<file path="config.mk">
export PLATFORM = sky130hd
export DESIGN_NAME = mnsh_ctrl
export DESIGN_NICKNAME = d
export VERILOG_FILES = /design/src/rtl/mnsh_pkg.sv /design/src/rtl/mnsh_ctrl.sv
export SDC_FILE = /design/constraint.sdc
export NUM_CORES = 1
export LEC_CHECK = 0
export BUFFER_PORTS_ARGS = -buffer_cell sky130_fd_sc_hd__buf_2
export CAP_MARGIN = 20
export CORE_MARGIN = 2
export CORE_UTILIZATION = 35
export CTS_CLUSTER_SIZE = 24
export DETAILED_ROUTE_END_ITERATION = 10
export SYNTH_ARGS = -nofsm -noshare
export SYNTH_HDL_FRONTEND = slang
export SYNTH_SLANG_ARGS = --single-unit
</file>
<file path="constraint.sdc">
create_clock -name i_clk -period 2.5 [get_ports i_clk]
set_clock_uncertainty 0.2 [all_clocks]
set_input_delay 0.125 -clock i_clk [delete_from_list [all_inputs] [get_ports i_clk]]
set_output_delay 0.125 -clock i_clk [all_outputs]
set_load 0.01 [all_outputs]
</file>
<file path="src/rtl/mnsh_pkg.sv">
// Package for the majority node structural hash block.
// Holds widths, key constants, status and request codes, and the control structs.
// Used by every module of the block but mnsh_ram; depends on nothing.
package mnsh_pkg;

    localparam int MAX_NODES_DEF = 4096;
    localparam int BUCKETS_DEF   = 1024;
    localparam int WAYS_DEF      = 4;

    localparam int ID_W   = 12;
    localparam int LV_W   = 12;
    localparam int ST_W   = 3;
    localparam int REQ_W  = 2;
    localparam int TS_W   = 11;
    localparam int OCNT_W = 13;
    localparam int KEY_W  = 27;

    localparam int TSIZE_RESET = 1024;

    localparam logic [KEY_W-1:0] K_A  = KEY_W'(23813);
    localparam logic [KEY_W-1:0] K_B  = KEY_W'(7937);
    localparam logic [KEY_W-1:0] K_C  = KEY_W'(2971);
    localparam logic [KEY_W-1:0] K_NA = KEY_W'(911);
    localparam logic [KEY_W-1:0] K_NB = KEY_W'(353);
    localparam logic [KEY_W-1:0] K_NC = KEY_W'(113);

    localparam logic [LV_W-1:0] LEVEL_MAX = '1;

    localparam logic [REQ_W-1:0] REQ_CREATE = 2'd0;
    localparam logic [REQ_W-1:0] REQ_LOOKUP = 2'd1;
    localparam logic [REQ_W-1:0] REQ_DELETE = 2'd2;
    localparam logic [REQ_W-1:0] REQ_SPARE  = 2'd3;

    localparam logic [ST_W-1:0] ST_TRIVIAL   = 3'd0;
    localparam logic [ST_W-1:0] ST_FOUND     = 3'd1;
    localparam logic [ST_W-1:0] ST_CREATED   = 3'd2;
    localparam logic [ST_W-1:0] ST_MISS      = 3'd3;
    localparam logic [ST_W-1:0] ST_DELETED   = 3'd4;
    localparam logic [ST_W-1:0] ST_DEL_MISS  = 3'd5;
    localparam logic [ST_W-1:0] ST_FULL      = 3'd6;
    localparam logic [ST_W-1:0] ST_EXHAUSTED = 3'd7;

    localparam logic CFG_TABLE_SIZE = 1'b0;
    localparam logic CFG_FIRST_FREE = 1'b1;

    typedef struct packed {
        logic ready;
        logic capture;
        logic clr_wr;
        logic mul_step;
        logic div_step;
        logic way_rd;
        logic way_chk;
        logic lv_rd;
        logic lv_chk;
        logic ins_wr;
        logic del_rd;
        logic del_chk;
        logic fin;
        logic cnt_clr;
        logic cnt_inc;
    } t_cmd;

    typedef struct packed {
        logic del;
        logic triv;
        logic last;
        logic match;
        logic hit;
        logic can_create;
        logic make;
        logic out_free;
    } t_sts;

endpackage

</file>
<file path="src/rtl/mnsh_ctrl.sv">
// Controller of the majority node structural hash: sequences clearing, hashing,
// the bucket search, level reads and the result hand-off. Depends on mnsh_pkg.
module mnsh_ctrl (
    input  logic           i_clk,
    input  logic           i_rst_n,
    input  logic           i_in_valid,
    input  mnsh_pkg::t_sts i_sts,
    output mnsh_pkg::t_cmd o_cmd
);
    typedef enum logic [12:0] {
        S_CLEAR  = 13'b0000000000001,
        S_IDLE   = 13'b0000000000010,
        S_MUL    = 13'b0000000000100,
        S_DIV    = 13'b0000000001000,
        S_WRD    = 13'b0000000010000,
        S_WCHK   = 13'b0000000100000,
        S_DECIDE = 13'b0000001000000,
        S_LRD    = 13'b0000010000000,
        S_LCHK   = 13'b0000100000000,
        S_INS    = 13'b0001000000000,
        S_DRD    = 13'b0010000000000,
        S_DCHK   = 13'b0100000000000,
        S_FIN    = 13'b1000000000000
    } t_state;

    t_state r_state, n_state;

    always_comb begin
        n_state = r_state;
        o_cmd   = '0;
        case (r_state)
            S_CLEAR: begin
                o_cmd.clr_wr = 1'b1;
                o_cmd.cnt_inc = 1'b1;
                if (i_sts.last) begin
                    o_cmd.cnt_clr = 1'b1;
                    n_state = S_IDLE;
                end
            end
            S_IDLE: begin
                o_cmd.ready = 1'b1;
                if (i_in_valid) begin
                    o_cmd.capture = 1'b1;
                    o_cmd.cnt_clr = 1'b1;
                    if (i_sts.del) begin
                        n_state = S_DRD;
                    end else if (i_sts.triv) begin
                        n_state = S_LRD;
                    end else begin
                        n_state = S_MUL;
                    end
                end
            end
            S_MUL: begin
                o_cmd.mul_step = 1'b1;
                o_cmd.cnt_inc = 1'b1;
                if (i_sts.last) begin
                    o_cmd.cnt_clr = 1'b1;
                    n_state = S_DIV;
                end
            end
            S_DIV: begin
                o_cmd.div_step = 1'b1;
                o_cmd.cnt_inc = 1'b1;
                if (i_sts.last) begin
                    o_cmd.cnt_clr = 1'b1;
                    n_state = S_WRD;
                end
            end
            S_WRD: begin
                o_cmd.way_rd = 1'b1;
                n_state = S_WCHK;
            end
            S_WCHK: begin
                o_cmd.way_chk = 1'b1;
                if (i_sts.match || i_sts.last) begin
                    n_state = S_DECIDE;
                end else begin
                    o_cmd.cnt_inc = 1'b1;
                    n_state = S_WRD;
                end
            end
            S_DECIDE: begin
                o_cmd.cnt_clr = 1'b1;
                if (i_sts.hit || i_sts.can_create) begin
                    n_state = S_LRD;
                end else begin
                    n_state = S_FIN;
                end
            end
            S_LRD: begin
                o_cmd.lv_rd = 1'b1;
                n_state = S_LCHK;
            end
            S_LCHK: begin
                o_cmd.lv_chk = 1'b1;
                if (!i_sts.last) begin
                    o_cmd.cnt_inc = 1'b1;
                    n_state = S_LRD;
                end else if (i_sts.make) begin
                    n_state = S_INS;
                end else begin
                    n_state = S_FIN;
                end
            end
            S_INS: begin
                o_cmd.ins_wr = 1'b1;
                n_state = S_FIN;
            end
            S_DRD: begin
                o_cmd.del_rd = 1'b1;
                n_state = S_DCHK;
            end
            S_DCHK: begin
                o_cmd.del_chk = 1'b1;
                if (i_sts.match) begin
                    o_cmd.cnt_clr = 1'b1;
                    n_state = S_LRD;
                end else if (i_sts.last) begin
                    n_state = S_FIN;
                end else begin
                    o_cmd.cnt_inc = 1'b1;
                    n_state = S_DRD;
                end
            end
            S_FIN: begin
                if (i_sts.out_free) begin
                    o_cmd.fin = 1'b1;
                    n_state = S_IDLE;
                end
            end
            default: begin
                n_state = S_IDLE;
            end
        endcase
    end

    always_ff @(posedge i_clk) begin
        if (!i_rst_n) begin
            r_state <= S_CLEAR;
        end else begin
            r_state <= n_state;
        end
    end
endmodule

</file>
==> impl_metrics.toml <==
[final_layout]
reg_top3 = "r_state: 13 flops"
num-fill-cells = 270
largest_register_ffs = 13
drive_above_1_share_pct = 28.8
syn_to_final_growth_pct = 29.9
top_register = "r_state"
multi_input_area_um2 = 657
register_area_um2 = 260
final_nets = 165
n_antenna_cell = 0

[global_routing]
grt_max_degree = 12
grt-ovfl-total = 0
grt_util_all_layers_pct = 17.2
grt_pass1_wl_um = 4260
grt_pass1_vias = 962
antenna_found_initial = 0

[detailed_routing]
drtPass1Iterations = 4
routed_wl_um = 2690
viasPerCell = 5.62
routedWlPerCell_um = 14.6
vias = 1034
ant_nets = 0
drc = 0
drt_first_iter_violations = 35

[critical_path]
worstReg2RegStart = "r_state[9]$_SDFFE_PN0P_"
worstSetupPathType = "flip-flop to primary output"
crit_required_ps = 2170
rr_worst_depth = 6
startpoint_type = "flip-flop"
critPathCaptureType = "primary output"
worstPathMaxFanout = 8
arrival_ps = 2000
r2r-end = "r_state[9]$_SDFFE_PN0P_"
rrSetupSlack_ps = 210

[cts]
clock-sinks = 13
cts-root-buf = "clkbuf_4"
clock_latency_ps = 290
cts-buffers-inserted = 3
cts_tree = "built"
cts_buffer_depth = 2
h-tree-depth = 1
clk_pin_slew_ps = 100

[pwr]
pwr-share-clk_pct = 28.2
switching_share_pct = 31.3
p_int_mw = 0.329
pwr-share-seq_pct = 45.8
p_comb_share_pct = 26.0
power.leakage_nw = 0.555
power_density_nw_per_um2 = 380
power.switching_mw = 0.150
vdd_ir_drop_max_v = 0.000269

[synthesis]
async_reset_ff_share_pct = 0
yosysSeqAreaShare_pct = 26.8
synth_edf_count = 0
synth_flop_cell = "dfxtp_1"
ys_seq_elements = 13
synth-compound-area-share_pct = 18.1
synth_area_um2 = 970
syn_inst = 117
ys.warnings.count = 0
synth_xor_area_share_pct = 4.52
syn_nets = 128
synthAdderAreaFrac_pct = 0
yosys.area_share.simple_pct = 43.2
synth_top_family_by_area = "simple AND/OR/NAND/NOR gates"
synth.avg_cell_area_um2 = 8.29
post_synth_num_cell_types = 44
synth_mux_area_share_pct = 1.03

[placement]
numPortBuffers = 25
gp_congestion = 0.850
hpwl_um = 1990
dp_slack_ps = 308

[job]
max_cap_viol_count = 0

[timing]
tightest_slew_ps = 480
timing.final.crit_share_pct = 93.1
maxSlewHeadroom_pct = 67.9
drv_slew = 0
finalSetupTns_ps = 0
rsz0062_at_grt = "no"
setup_slack_ps = 172
setup-violations-final = 0
fin_hold_ws_ps = 24.2
hold_viol = 0
fmax_mhz = 429
period_needed_ps = 2330

[floorplanning]
die_w_um = 56.6
pin_count = 26
rows = 19
coreArea_um2 = 2690
die_h_um = 56.6
start_util_pct = 36.1
floorplan.die_area_um2 = 3210

[min_path]
holdPathStages = 4
worstHoldPathType = "input port to flip-flop"
hold_path_end = "r_state[2]$_SDFFE_PN0P_"
min_from = "i_in_valid"

[outcome]
status = "complete, no violations"
timing repair:
item	in CTS	in global routing
hold buffers	8	0
setup buffers	0	2
hold endpoints to repair	7	0
setup endpoints to repair	0	5
gates resized for setup	0	2
worst max path at each step:
stage	from	to	slack, ps	cells after the start
floorplan	r_state[2]$_SDFFE_PN0P_	r_state[12]$_SDFFE_PN0P_	500	6
global placement	r_state[4]$_SDFFE_PN0P_	r_state[3]$_SDFFE_PN0P_	390	5
detailed placement	r_state[4]$_SDFFE_PN0P_	r_state[10]$_SDFFE_PN0P_	310	5
CTS	r_state[4]$_SDFFE_PN0P_	o_cmd[5]	80	5
global route	r_state[3]$_SDFFE_PN0P_	o_cmd[5]	0.4	5
finish	r_state[9]$_SDFFE_PN0P_	o_cmd[1]	170	5
stage by stage:
| step | cell area (um2) | util (%) | std cells | power (mW) |
|---|---|---|---|---|
| 6_report | 1260 | 46.9 | 184 | 0.479 |
| 5_1_grt | 1260 | 46.9 | 184 | 0.497 |
| 4_1_cts | 1240 | 46.0 | 182 | 0.476 |
| 3_5_place_dp | 1130 | 42.0 | 170 | 0.338 |
| 3_3_place_gp | 1130 | 42.0 | 170 | 0.337 |
| 2_1_floorplan | 970 | - | 117 | 0.299 |
layer usage:
layer / wire length (um) / global-route usage, %
met1: 1200 / 21.2
met2: 1340 / 29.4
met3: 121 / 3.23
met4: 30 / 6.80
met5: 0 / 0
worst max-delay path: stages (launching register included):
cell and delay (ps):
dfxtp_1 410, nor2_1 430, nand4b_4 250, or3_1 400, nand4_1 90, buf_2 130
power by group through the flow:
stage	Combinational [mW]	Sequential (mW)	Clock, mW
global placement	0.113	0.224	0
floorplan	0.0786	0.220	0
CTS	0.122	0.219	0.135
global route	0.135	0.220	0.142
detailed placement	0.114	0.224	0
finish	0.124	0.219	0.135
layout by cell type, fill, tap and decap left out, types with 3 or more instances in the layout:
master | synthesis | final
buf_2 | 1 | 25
dfxtp_1 | 13 | 13
nor2_1 | 11 | 10
inv_1 | 9 | 9
dlygate4sd3_1 | 0 | 8
nor4b_1 | 6 | 6
nand3_1 | 6 | 6
nand2_1 | 5 | 5
nand4_1 | 5 | 5
o21ai_0 | 5 | 5
buf_4 | 1 | 5
nor3_1 | 4 | 4
xor2_1 | 4 | 4
nor4_1 | 3 | 3
a21oi_1 | 3 | 3
nor2b_1 | 3 | 3
clkbuf_4 | 0 | 3
logic make-up after synthesis:
| group | Yosys count |
|---|---|
| buf+inv | 15 |
| xor+xnor | 5 |
| mux | 1 |
| compound gates | 23 |
| flops | 13 |
| simple gates | 60 |
synth_stat cells, drive strengths merged, types with 2 or more instances:
| library cell | n | share of area, % |
|---|---|---|
| nor3 | 5 | 3.1 |
| nor4 | 5 | 6.3 |
| or3 | 2 | 1.3 |
| nor2 | 11 | 4.3 |
| nand4 | 5 | 3.2 |
| buf | 2 | 1.3 |
| xor2 | 4 | 3.6 |
| a21oi | 3 | 1.5 |
| o21ai | 8 | 4.5 |
| clkbuf | 4 | 1.5 |
| and2 | 2 | 1.3 |
| nor4b | 8 | 8.5 |
| inv | 9 | 3.5 |
| dfxtp | 13 | 27 |
| and4 | 2 | 1.8 |
| nand2 | 6 | 2.6 |
| nand4b | 2 | 3.4 |
| nand3 | 6 | 3.1 |
| nor2b | 3 | 1.9 |
final cells by class:
type	count	area share [%]
timing repair buffer	38	19.3
clock inverter	1	0.397
multi-input combinational	89	52.1
clock buffer	3	1.79
inverter	9	2.68
sequential	13	20.7
tap	31	3.08
Power figures use the tool's default switching activity.
